File: config.mk
export PLATFORM = sky130hd
export DESIGN_NAME = humidity_temp_frame_checker_top_flat
export DESIGN_NICKNAME = d
export VERILOG_FILES = /design/src/htfc_pkg.sv /design/src/htfc_if.sv /design/src/humidity_temp_frame_checker_top.sv /design/src/htfc_check_scale.sv /design/src/htfc_div10.sv /design/src/htfc_store.sv /design/src/flat_wrapper.sv
export SDC_FILE = /design/constraint.sdc
export NUM_CORES = 1
export LEC_CHECK = 0
export BUFFER_PORTS_ARGS = -buffer_cell sky130_fd_sc_hd__buf_2
export CAP_MARGIN = 15
export CORE_MARGIN = 8
export CORE_UTILIZATION = 25
export DETAILED_ROUTE_END_ITERATION = 16
export PLACE_DENSITY = 0.46
export SLEW_MARGIN = 40
export SYNTH_ARGS = -nofsm -noshare
export SYNTH_HDL_FRONTEND = slang
export SYNTH_HIERARCHICAL = 1
export SYNTH_SLANG_ARGS = --single-unit
File: constraint.sdc
create_clock -name clk -period 17.4 [get_ports clk]
set_input_delay 3.48 -clock clk [delete_from_list [all_inputs] [get_ports clk]]
set_output_delay 3.48 -clock clk [all_outputs]
set_load 0.005 [all_outputs]
File: src/htfc_pkg.sv
// Package for the humidity/temperature frame checker: payload structs,
// quality codes, conversion constants and the CRC-8 function.
// Has no dependencies; every other file of the block but htfc_if uses it.
`timescale 1ns / 1ps

package htfc_pkg;

  // Channel codes carried in opcode and channel.
  localparam logic CH_TEMP  = 1'b0;
  localparam logic CH_HUMID = 1'b1;

  typedef enum logic [1:0] {
    QUAL_GOOD      = 2'd0,
    QUAL_BAD_LAST  = 2'd1,
    QUAL_COMM_FAIL = 2'd2
  } quality_t;

  localparam logic [7:0]  CRC_POLY    = 8'h31;
  localparam logic [14:0] T_MUL       = 15'd17572;
  localparam logic [14:0] H_MUL       = 15'd12500;
  localparam logic [15:0] T_OFS       = 16'd4685;
  localparam logic [15:0] H_OFS       = 16'd600;
  // floor(x / 10) == (x * 52429) >> 19 for every x below 43690.
  localparam logic [15:0] DIV10_RECIP = 16'd52429;
  localparam int          DIV10_SHIFT = 19;

  // One received frame as it is registered at the input.
  typedef struct packed {
    logic       opcode;
    logic [7:0] raw_high;
    logic [7:0] raw_low;
    logic [7:0] check_byte;
  } frame_t;

  // After the CRC check and the scaling multiply.
  typedef struct packed {
    logic        channel;
    logic        ok;
    logic [14:0] prod_hi;
  } scaled_t;

  // Offset applied, split into sign and magnitude for the divide by ten.
  typedef struct packed {
    logic        channel;
    logic        ok;
    logic        neg;
    logic [13:0] mag;
  } mag_t;

  // Magnitude of the quotient, sign still separate.
  typedef struct packed {
    logic        channel;
    logic        ok;
    logic        neg;
    logic [10:0] qmag;
  } qmag_t;

  // Finished quotient in two's complement.
  typedef struct packed {
    logic        channel;
    logic        ok;
    logic [11:0] reading;
  } quot_t;

  // MSB-first CRC-8 over one byte.
  function automatic logic [7:0] crc8_byte(input logic [7:0] crc, input logic [7:0] data);
    logic [7:0] c;
    c = crc ^ data;
    for (int b = 0; b < 8; b++) begin
      if (c[7]) begin
        c = {c[6:0], 1'b0} ^ CRC_POLY;
      end else begin
        c = {c[6:0], 1'b0};
      end
    end
    return c;
  endfunction

endpackage

File: src/htfc_if.sv
// Channel interfaces of the frame checker: the frame input and the result output.
// Depends on nothing; ports use plain logic widths.
`timescale 1ns / 1ps

interface htfc_in_if;
  logic       valid;
  logic       ready;
  logic       opcode;
  logic [7:0] raw_high;
  logic [7:0] raw_low;
  logic [7:0] check_byte;

  modport source (output valid, output opcode, output raw_high, output raw_low,
                  output check_byte, input ready);
  modport sink   (input valid, input opcode, input raw_high, input raw_low,
                  input check_byte, output ready);
endinterface

interface htfc_out_if;
  logic              valid;
  logic              ready;
  logic              channel;
  logic [1:0]        quality;
  logic signed [11:0] reading;
  logic              check_ok;

  modport source (output valid, output channel, output quality, output reading,
                  output check_ok, input ready);
  modport sink   (input valid, input channel, input quality, input reading,
                  input check_ok, output ready);
endinterface

File: src/humidity_temp_frame_checker_top.sv
// Top level of the humidity/temperature frame checker.
// Depends on htfc_pkg, htfc_if, htfc_check_scale, htfc_div10 and htfc_store.
//
//   Port     Direction  Transaction
//   frame    sink       opcode, raw_high, raw_low, check_byte
//   result   source     channel, quality, reading, check_ok
//
// One frame is taken every cycle while the output is not stalled; its result
// reaches the output register through the CRC/multiply, offset, reciprocal
// multiply and store stages. Synchronous reset empties every stage and sets both
// channels to communication failure with a reading of zero. A stalled output
// lets the four stages behind it fill before frame.ready falls.
`timescale 1ns / 1ps

module humidity_temp_frame_checker_top (
  input  logic       clk,
  input  logic       rst,
  htfc_in_if.sink    frame,
  htfc_out_if.source result
);

  logic            mag_valid;
  logic            mag_ready;
  htfc_pkg::mag_t  mag;
  logic            quot_valid;
  logic            quot_ready;
  htfc_pkg::quot_t quot;

  htfc_check_scale u_check_scale (
    .clk       (clk),
    .rst       (rst),
    .frame     (frame),
    .mag_valid (mag_valid),
    .mag_ready (mag_ready),
    .mag       (mag)
  );

  htfc_div10 u_div10 (
    .clk        (clk),
    .rst        (rst),
    .mag_valid  (mag_valid),
    .mag_ready  (mag_ready),
    .mag        (mag),
    .quot_valid (quot_valid),
    .quot_ready (quot_ready),
    .quot       (quot)
  );

  htfc_store u_store (
    .clk        (clk),
    .rst        (rst),
    .quot_valid (quot_valid),
    .quot_ready (quot_ready),
    .quot       (quot),
    .result     (result)
  );

endmodule

File: src/htfc_check_scale.sv
// Input register, CRC-8 check and scaling multiply, then offset and sign split.
// Depends on htfc_pkg and htfc_in_if.
`timescale 1ns / 1ps

module htfc_check_scale (
  input  logic           clk,
  input  logic           rst,
  htfc_in_if.sink        frame,
  output logic           mag_valid,
  input  logic           mag_ready,
  output htfc_pkg::mag_t mag
);

  logic                 a_valid;
  logic                 a_ready;
  htfc_pkg::frame_t     a_frame;
  logic                 b_valid;
  logic                 b_ready;
  htfc_pkg::scaled_t    b_data;
  htfc_pkg::scaled_t    b_next;
  logic [15:0]          raw;
  logic [7:0]           crc;
  logic [14:0]          mul;
  logic [30:0]          prod;
  logic [15:0]          ofs;
  logic signed [15:0]   diff;
  logic [15:0]          absval;

  // A stage may load whenever it is empty or its contents move on.
  assign b_ready     = !b_valid || mag_ready;
  assign a_ready     = !a_valid || b_ready;
  assign frame.ready = a_ready;

  always_ff @(posedge clk) begin
    if (rst) begin
      a_valid <= 1'b0;
    end else if (a_ready) begin
      a_valid <= frame.valid;
    end
  end

  always_ff @(posedge clk) begin
    if (a_ready && frame.valid) begin
      a_frame <= '{opcode: frame.opcode, raw_high: frame.raw_high,
                   raw_low: frame.raw_low, check_byte: frame.check_byte};
    end
  end

  always_comb begin
    raw            = {a_frame.raw_high, a_frame.raw_low};
    crc            = htfc_pkg::crc8_byte(htfc_pkg::crc8_byte(8'h00, a_frame.raw_high),
                                         a_frame.raw_low);
    mul            = (a_frame.opcode == htfc_pkg::CH_HUMID) ? htfc_pkg::H_MUL : htfc_pkg::T_MUL;
    prod           = 31'(raw) * 31'(mul);
    b_next.channel = a_frame.opcode;
    b_next.ok      = (crc == a_frame.check_byte);
    b_next.prod_hi = prod[30:16];
  end

  always_ff @(posedge clk) begin
    if (rst) begin
      b_valid <= 1'b0;
    end else if (b_ready) begin
      b_valid <= a_valid;
    end
  end

  always_ff @(posedge clk) begin
    if (b_ready && a_valid) begin
      b_data <= b_next;
    end
  end

  // The scaled value lies in -4685..12886, so its magnitude fits in 14 bits.
  always_comb begin
    ofs         = (b_data.channel == htfc_pkg::CH_HUMID) ? htfc_pkg::H_OFS : htfc_pkg::T_OFS;
    diff        = $signed({1'b0, b_data.prod_hi}) - $signed(ofs);
    absval      = diff[15] ? 16'(-diff) : 16'(diff);
    mag.channel = b_data.channel;
    mag.ok      = b_data.ok;
    mag.neg     = diff[15];
    mag.mag     = absval[13:0];
  end

  assign mag_valid = b_valid;

endmodule

File: src/htfc_div10.sv
// Divide by ten, truncating toward zero, by a reciprocal multiply on the magnitude.
// Depends on htfc_pkg.
`timescale 1ns / 1ps

module htfc_div10 (
  input  logic            clk,
  input  logic            rst,
  input  logic            mag_valid,
  output logic            mag_ready,
  input  htfc_pkg::mag_t  mag,
  output logic            quot_valid,
  input  logic            quot_ready,
  output htfc_pkg::quot_t quot
);

  logic             c_valid;
  logic             c_ready;
  htfc_pkg::mag_t   c_data;
  logic             d_valid;
  logic             d_ready;
  htfc_pkg::qmag_t  d_data;
  htfc_pkg::qmag_t  d_next;
  logic [29:0]      prod;
  logic [11:0]      q12;

  assign d_ready   = !d_valid || quot_ready;
  assign c_ready   = !c_valid || d_ready;
  assign mag_ready = c_ready;

  always_ff @(posedge clk) begin
    if (rst) begin
      c_valid <= 1'b0;
    end else if (c_ready) begin
      c_valid <= mag_valid;
    end
  end

  always_ff @(posedge clk) begin
    if (c_ready && mag_valid) begin
      c_data <= mag;
    end
  end

  always_comb begin
    prod           = 30'(c_data.mag) * 30'(htfc_pkg::DIV10_RECIP);
    d_next.channel = c_data.channel;
    d_next.ok      = c_data.ok;
    d_next.neg     = c_data.neg;
    d_next.qmag    = prod[htfc_pkg::DIV10_SHIFT +: 11];
  end

  always_ff @(posedge clk) begin
    if (rst) begin
      d_valid <= 1'b0;
    end else if (d_ready) begin
      d_valid <= c_valid;
    end
  end

  always_ff @(posedge clk) begin
    if (d_ready && c_valid) begin
      d_data <= d_next;
    end
  end

  always_comb begin
    q12          = {1'b0, d_data.qmag};
    quot.channel = d_data.channel;
    quot.ok      = d_data.ok;
    quot.reading = d_data.neg ? 12'(-q12) : q12;
  end

  assign quot_valid = d_valid;

endmodule

File: src/htfc_store.sv
// Per-channel quality and reading store, plus the result register.
// Depends on htfc_pkg and htfc_out_if.
`timescale 1ns / 1ps

module htfc_store (
  input  logic            clk,
  input  logic            rst,
  input  logic            quot_valid,
  output logic            quot_ready,
  input  htfc_pkg::quot_t quot,
  htfc_out_if.source      result
);

  htfc_pkg::quality_t quality_st [2];
  logic [11:0]        reading_st [2];
  htfc_pkg::quality_t qual_next;
  logic [11:0]        read_next;
  logic               out_valid;
  logic               load;

  assign quot_ready = !out_valid || result.ready;
  assign load       = quot_valid && quot_ready;

  // A failed check demotes a good channel; other qualities stand.
  always_comb begin
    if (quot.ok) begin
      qual_next = htfc_pkg::QUAL_GOOD;
      read_next = quot.reading;
    end else begin
      qual_next = (quality_st[quot.channel] == htfc_pkg::QUAL_GOOD) ?
                  htfc_pkg::QUAL_BAD_LAST : quality_st[quot.channel];
      read_next = reading_st[quot.channel];
    end
  end

  always_ff @(posedge clk) begin
    if (rst) begin
      quality_st[0] <= htfc_pkg::QUAL_COMM_FAIL;
      quality_st[1] <= htfc_pkg::QUAL_COMM_FAIL;
      reading_st[0] <= '0;
      reading_st[1] <= '0;
    end else if (load) begin
      quality_st[quot.channel] <= qual_next;
      reading_st[quot.channel] <= read_next;
    end
  end

  always_ff @(posedge clk) begin
    if (rst) begin
      out_valid <= 1'b0;
    end else if (quot_ready) begin
      out_valid <= quot_valid;
    end
  end

  always_ff @(posedge clk) begin
    if (load) begin
      result.channel  <= quot.channel;
      result.quality  <= qual_next;
      result.reading  <= $signed(read_next);
      result.check_ok <= quot.ok;
    end
  end

  assign result.valid = out_valid;

endmodule
File: src/flat_wrapper.sv
// flat-port wrapper written by rule: the top's interface ports become plain ports
module humidity_temp_frame_checker_top_flat 
  (clk, rst, frame_valid, frame_opcode, frame_raw_high, frame_raw_low, frame_check_byte, frame_ready, result_valid, result_channel, result_quality, result_reading, result_check_ok, result_ready);
  htfc_in_if frame_i ();
  htfc_out_if result_i ();
  input  logic clk;
  input  logic rst;
  input wire logic [$bits(frame_i.valid)-1:0] frame_valid;
  input wire logic [$bits(frame_i.opcode)-1:0] frame_opcode;
  input wire logic [$bits(frame_i.raw_high)-1:0] frame_raw_high;
  input wire logic [$bits(frame_i.raw_low)-1:0] frame_raw_low;
  input wire logic [$bits(frame_i.check_byte)-1:0] frame_check_byte;
  output wire logic [$bits(frame_i.ready)-1:0] frame_ready;
  output wire logic [$bits(result_i.valid)-1:0] result_valid;
  output wire logic [$bits(result_i.channel)-1:0] result_channel;
  output wire logic [$bits(result_i.quality)-1:0] result_quality;
  output wire logic [$bits(result_i.reading)-1:0] result_reading;
  output wire logic [$bits(result_i.check_ok)-1:0] result_check_ok;
  input wire logic [$bits(result_i.ready)-1:0] result_ready;
  assign frame_i.valid = frame_valid;
  assign frame_i.opcode = frame_opcode;
  assign frame_i.raw_high = frame_raw_high;
  assign frame_i.raw_low = frame_raw_low;
  assign frame_i.check_byte = frame_check_byte;
  assign frame_ready = frame_i.ready;
  assign result_valid = result_i.valid;
  assign result_channel = result_i.channel;
  assign result_quality = result_i.quality;
  assign result_reading = result_i.reading;
  assign result_check_ok = result_i.check_ok;
  assign result_i.ready = result_ready;
  humidity_temp_frame_checker_top u_core (.clk(clk), .rst(rst), .frame(frame_i), .result(result_i));
endmodule
==> results.py, run 1 <==
metrics = {
    "global_routing": {
        "antenna_found_initial": 0,
        "grt_max_degree": 54,
        "overflow": 0,
        "grt_pass1_vias": 9342,
        "grt_pass1_wl_mm": 48.17,
        "grt_use_total": 0.09692,
    },
    "layout": {
        "multiInputGateArea_um2": 8987,
        "diodes": 0,
        "final_cell_mix": "226 x ha_1, 211 x inv_1, 128 x fa_1, 117 x edfxtp_1, 79 x xnor2_1",
        "layout_commonest_cell": "ha_1",
        "drive_above_1_share": 0.08881,
        "final_nets": 1710,
        "register_area_um2": 3613,
        "final_area_um2": 15090,
        "n_fill_cell": 5557,
        "syn2layout_area_growth_pct": 11.25,
    },
    "synthesis": {
        "ys_seq_area_frac": 0.2664,
        "synth_seq_cells": 122,
        "syn_area_per_cell_um2": 10.54,
        "synth_edf_count": 117,
        "syn_inst": 1287,
        "ys_types": 62,
        "synth_flop_cell": "edfxtp_1",
        "ys_warn_count": 6,
        "synthesis.area_um2": 13560,
        "synth-async-reset-ratio": 0,
    },
    "route": {
        "top_layer": "met4",
        "ant_nets": 0,
        "wl_mm": 29.52,
        "drt_iter0_drc": 344,
        "dr.pass1.iters": 5,
        "via_per_inst": 4.295,
        "route.detailed.drc": 0,
        "num_vias": 8744,
        "wl_met1_mm": 14.38,
        "met3_wirelength_um": 730,
        "wl_per_cell_um": 14.50,
        "wl_met2_mm": 13.60,
    },
    "die": {
        "die_w_um": 248.9,
        "io_pins": 47,
        "dieArea_um2": 61960,
        "start_util": 0.2525,
        "core_area_um2": 53710,
        "die_h_um": 248.9,
        "std_cell_rows": 85,
    },
    "timing": {
        "relSlewSlack": 0.4535,
        "fin_crit_sh": 0.4768,
        "hold_viol_final": 0,
        "rsz0062_at_grt": "false",
        "finClkSkew_ps": 14.90,
        "worst_pin_slew_ps": 815.4,
        "clock.fmax_mhz": 120.5,
        "period_minus_slack_ps": 8296,
        "finalSetupViolations": 0,
        "maxSlewViolCount": 0,
        "setup-tns-final_ps": 0,
        "fin_hold_ws_ps": 412.1,
    },
    "cts": {
        "cts_tree": "yes",
        "clock_latency_ps": 440,
        "cts_setup_buffers": 0,
        "cts-root-buf": "clkbuf_16",
        "holdBufCountCts": 0,
        "cts_inserted_buffers": 17,
        "clk_pin_slew_ps": 60,
        "cts_sinks": 122,
        "ctsResizeCount": 0,
        "cts_max_level": 4,
        "cts_buffer_depth": 2,
    },
    "worst_setup_path": {
        "cp-start-kind": "primary input",
        "crit_chain": "buf_2, nor2b_1, inv_1, nor2b_1, nand2_1, nor2b_1, nand2_1, buf_2",
        "arrival_ps": 4820,
        "cp_slowest_cell": "nor2b_1",
        "required_ps": 13920,
        "reg2reg_from": "u_core/u_check_scale/a_frame[24]$_DFFE_PP_",
        "worstPathMaxFanout": 4,
        "critPathMaxStageDelay_ps": 240,
        "r2r_setup_slack_ps": 11430,
        "crit_path_start": "result_ready",
        "r2r_end": "u_core/u_check_scale/b_data[13]$_DFFE_PP_",
        "critPathCaptureType": "output port",
        "critPathKind": "primary input to output port",
        "crit_path_frequent_cell": "nor2b_1",
        "r2r_cells": 20,
    },
    "place": {
        "place_congestion": 0.8465,
        "dp_hpwl_mm": 24.54,
        "io_buffers": 46,
        "place_area_um2": 14540,
    },
    "job": {
        "drv_cap": 0,
    },
    "worst_hold_path": {
        "worstHoldStart": "u_core/u_div10/c_data[16]$_DFFE_PP_",
        "min_to": "u_core/u_div10/quot[13]$_DFFE_PP_",
        "worst_hold_path.num_cells": 0,
        "hold_class": "flop to flop",
    },
    "run_status": {
        "outcome": "completed",
    },
}
critical path, delay by kind of cell:
kind | cells | cell delay (ps)
and+or+nand+nor | 5 | 960
buffers and inverters | 3 | 370
logic make-up after synthesis:
group                    count (synthesis)  share of synthesized area
multiplexers                            15                    0.01107
flip-flops                             122                     0.2664
AND/OR/NAND/NOR                        278                     0.1049
XOR/XNOR                               102                    0.06643
buffers and inverters                  255                    0.07464
adder cells (fa/ha/maj)                354                     0.3975
AO/OA/AOI/OAI                          159                    0.07851
other                                    2                  0.0005538
layout make-up:
cell class / count / share of cell area
clock buffers: 21 / 0.03052
clock inverters: 11 / 0.005805
inverters: 211 / 0.05250
multi-input cells: 923 / 0.5957
flip-flops and latches: 122 / 0.2395
well taps: 696 / 0.05772
repair buffers: 52 / 0.01825
through the flow:
step	cells	utilization	worst slack (ps)
after floorplan	1300	-	9625
after global placement	2004	0.2707	9045
after detailed placement	2004	0.2707	9045
after CTS	2036	0.2809	9045
after global routing	2036	0.2809	8886
final	2036	0.2809	9104
sequential cells by signal, summed over array words and instances (netlist names), 2 cells and up:
name and count:
u_core/u_check_scale/b_data 15, u_core/u_store/quality_st 4, u_core/u_store/reading_st 24, u_core/u_store/result.reading 12
u_core/u_div10/c_data 17, u_core/u_check_scale/mag 2, u_core/u_div10/quot 2, u_core/u_store/result.quality 2
u_core/u_div10/d_data 12, u_core/u_check_scale/a_frame 25
cells in the mapped netlist, drive strengths merged (3+ instances only):
library cell | instances | share of area
a211oi | 4 | 0.0022
a21o | 11 | 0.0061
o211ai | 5 | 0.0031
nand2b | 39 | 0.018
xor2 | 22 | 0.014
clkbuf | 30 | 0.0083
fa | 128 | 0.19
nor2 | 56 | 0.015
o21a | 7 | 0.0039
nand4b | 3 | 0.0019
and2 | 20 | 0.0092
or2 | 9 | 0.0042
inv | 211 | 0.058
nand4 | 8 | 0.0037
buf | 14 | 0.0079
ha | 226 | 0.21
nand3 | 19 | 0.0070
o31ai | 4 | 0.0026
nand2 | 66 | 0.018
nor3 | 18 | 0.0066
dfxtp | 5 | 0.0074
o21bai | 3 | 0.0017
o21ai | 31 | 0.011
nor2b | 14 | 0.0065
a31oi | 8 | 0.0037
mux2i | 15 | 0.011
xnor2 | 80 | 0.052
a21oi | 67 | 0.029
or3 | 6 | 0.0035
and3 | 13 | 0.0060
edfxtp | 117 | 0.26
a311oi | 4 | 0.0043
layer usage:
layer,global-route usage,up-vias
li1,-,4384
met1,0.1230,4209
met2,0.1615,104
met3,0.01742,47
met4,0.03937,0
met5,0,-
worst max-delay path by stage:
stage | slack, ps | to | cells after the start
after global placement | 9050 | frame_ready | 8
after global routing | 8890 | frame_ready | 8
after detailed placement | 9050 | frame_ready | 8
after floorplan | 9620 | frame_ready | 6
after CTS | 9050 | frame_ready | 8
final | 9100 | frame_ready | 8
Power of run 1 is left out: the tool's default activity adds up to more than one toggle a clock period on the data nets, which glitch-free logic cannot reach.
==> inputs of run 2 (changes only) <==
Settings changed: PLACE_DENSITY 0.46 to 0.47.
Clock period 17.4 ns to 6.8 ns, I/O delays scaled along.
==> results.py, run 2 (synthesis results as in run 1) <==
metrics = {
    "run_status": {
        "outcome": "completed",
    },
    "worst_setup_path": {
        "r2r_cells": 20,
        "r2r_end": "u_core/u_check_scale/b_data[13]$_DFFE_PP_",
        "critPathMaxStageDelay_ps": 650,
        "crit_chain": "buf_4, and2_1, nor2_1, inv_1, ha_1, inv_1, fa_1, fa_1, fa_1, inv_1, fa_1, ha_1, ha_1, a21o_1, a21oi_1, o21a_1, a311oi_4, or3_4, a21oi_2, xnor2_1",
        "required_ps": 6980,
        "r2r_setup_slack_ps": 680,
        "worstPathMaxFanout": 23,
        "path_delay_family": "adder cells",
        "arrival_ps": 6300,
        "cp-start-kind": "flop",
        "crit_path_frequent_cell": "fa_1",
        "path_buf_inv": 4,
        "cp_slowest_cell": "edfxtp_1",
        "reg2reg_from": "u_core/u_check_scale/a_frame[24]$_DFFE_PP_",
        "critPathKind": "flop to flop",
        "critPathCaptureType": "flop",
    },
    "timing": {
        "maxSlewViolCount": 0,
        "finClkSkew_ps": 15.48,
        "finalSetupViolations": 0,
        "fin_crit_sh": 0.9001,
        "rsz0062_at_grt": "false",
        "period_minus_slack_ps": 6121,
        "setup-tns-final_ps": 0,
        "relSlewSlack": 0.5361,
        "clock.fmax_mhz": 163.4,
        "hold_viol_final": 0,
        "worst_pin_slew_ps": 695.9,
    },
    "cts": {
        "cts_inserted_buffers": 17,
        "cts_buffer_depth": 2,
        "cts_tree": "yes",
        "clock_latency_ps": 440,
        "clk_pin_slew_ps": 70,
        "ctsResizeCount": 0,
        "cts-root-buf": "clkbuf_16",
        "cts_setup_buffers": 0,
        "cts_sinks": 122,
        "cts_max_level": 4,
        "holdBufCountCts": 0,
    },
    "die": {
        "start_util": 0.2525,
        "io_pins": 47,
        "core_area_um2": 53710,
        "std_cell_rows": 85,
        "dieArea_um2": 61960,
        "die_h_um": 248.9,
        "die_w_um": 248.9,
    },
    "layout": {
        "largest_register_ffs": 25,
        "top_register": "u_core/u_check_scale/a_frame",
        "final_nets": 1715,
        "top_regs": "u_core/u_check_scale/a_frame: 25 flops, u_core/u_store/reading_st: 24 flops, u_core/u_div10/c_data: 17 flops",
        "diodes": 0,
        "final_cell_mix": "226 x ha_1, 211 x inv_1, 128 x fa_1, 117 x edfxtp_1, 79 x xnor2_1",
        "syn2layout_area_growth_pct": 12.04,
        "layout_commonest_cell": "ha_1",
        "drive_above_1_share": 0.09368,
    },
    "route": {
        "ant_nets": 0,
        "dr.pass1.iters": 4,
        "route.detailed.drc": 0,
        "via_per_inst": 4.301,
        "wl_per_cell_um": 14.87,
        "drt_iter0_drc": 394,
        "num_vias": 8778,
        "wl_mm": 30.34,
    },
    "global_routing": {
        "antenna_found_initial": 2,
        "grt_pass1_wl_mm": 49.98,
        "grt_max_degree": 54,
        "grt_use_total": 0.1004,
        "overflow": 0,
        "grt_pass1_vias": 9662,
    },
    "worst_hold_path": {
        "min_to": "u_core/u_div10/c_data[15]$_DFFE_PP_",
        "worst_hold_path.num_cells": 0,
        "hold_class": "flop to flop",
        "worstHoldStart": "u_core/u_check_scale/mag[15]$_DFFE_PP_",
    },
    "job": {
        "drv_cap": 0,
    },
    "place": {
        "place_congestion": 0.8438,
        "dp_hpwl_mm": 25.31,
        "io_buffers": 46,
    },
}
[run 2: cell count changes in the layout (fill, tap and decap cells not counted), moves of 2 or more]
| cell | delta |
|---|---|
| inv_8 | +2 |
| clkinvlp_4 | -3 |
| buf_6 | +4 |
| bufinv_16 | +2 |
| nand2b_2 | +2 |
| nand2b_1 | -2 |
[run 2: worst max-delay path by stage]
stage | startpoint | to | slack, ps | cells past startpoint
4_1_cts | u_core/u_check_scale/a_frame[24]$_DFFE_PP_ | u_core/u_check_scale/b_data[13]$_DFFE_PP_ | 660 | 20
3_3_place_gp | u_core/u_check_scale/a_frame[24]$_DFFE_PP_ | u_core/u_check_scale/b_data[13]$_DFFE_PP_ | 780 | 20
3_5_place_dp | u_core/u_check_scale/a_frame[24]$_DFFE_PP_ | u_core/u_check_scale/b_data[13]$_DFFE_PP_ | 700 | 20
6_report | u_core/u_check_scale/a_frame[24]$_DFFE_PP_ | u_core/u_check_scale/b_data[13]$_DFFE_PP_ | 680 | 20
2_1_floorplan | u_core/u_check_scale/a_frame[24]$_DFFE_PP_ | u_core/u_check_scale/b_data[13]$_DFFE_PP_ | 1260 | 21
5_1_grt | u_core/u_check_scale/a_frame[24]$_DFFE_PP_ | u_core/u_check_scale/b_data[13]$_DFFE_PP_ | 400 | 20
[run 2: per-layer routing]
metal / vias to the layer above / track usage / part of all wire
met5: - / 0 / 0
met4: 0 / 0.03230 / 0.017
met3: 24 / 0.01690 / 0.030
met2: 109 / 0.1682 / 0.47
met1: 4244 / 0.1306 / 0.48
li1: 4401 / - / -
[run 2: layout make-up]
type	count	area, um2
multi-input combinational	923	8991
fill	5558	38510
timing repair buffer	57	327.8
clock inverter	13	156.4
clock buffer	19	442.9
sequential	122	3613
inverter	211	792.0
tap	696	870.8
[run 2: stage by stage]
step	util	hold WS (ps)	setup WS, ps	cells	area (um2)
3_5_place_dp	0.2712	412.8	697.6	2007	14570
6_report	0.2829	420.5	679.3	2041	15190
3_3_place_gp	0.2708	405.8	780.4	2005	14540
5_1_grt	0.2829	430.9	399.2	2041	15190
4_1_cts	0.2824	426.8	655.3	2039	15170
2_1_floorplan	-	400.3	1259	1300	13610
Power of run 2 is left out for the same reason.
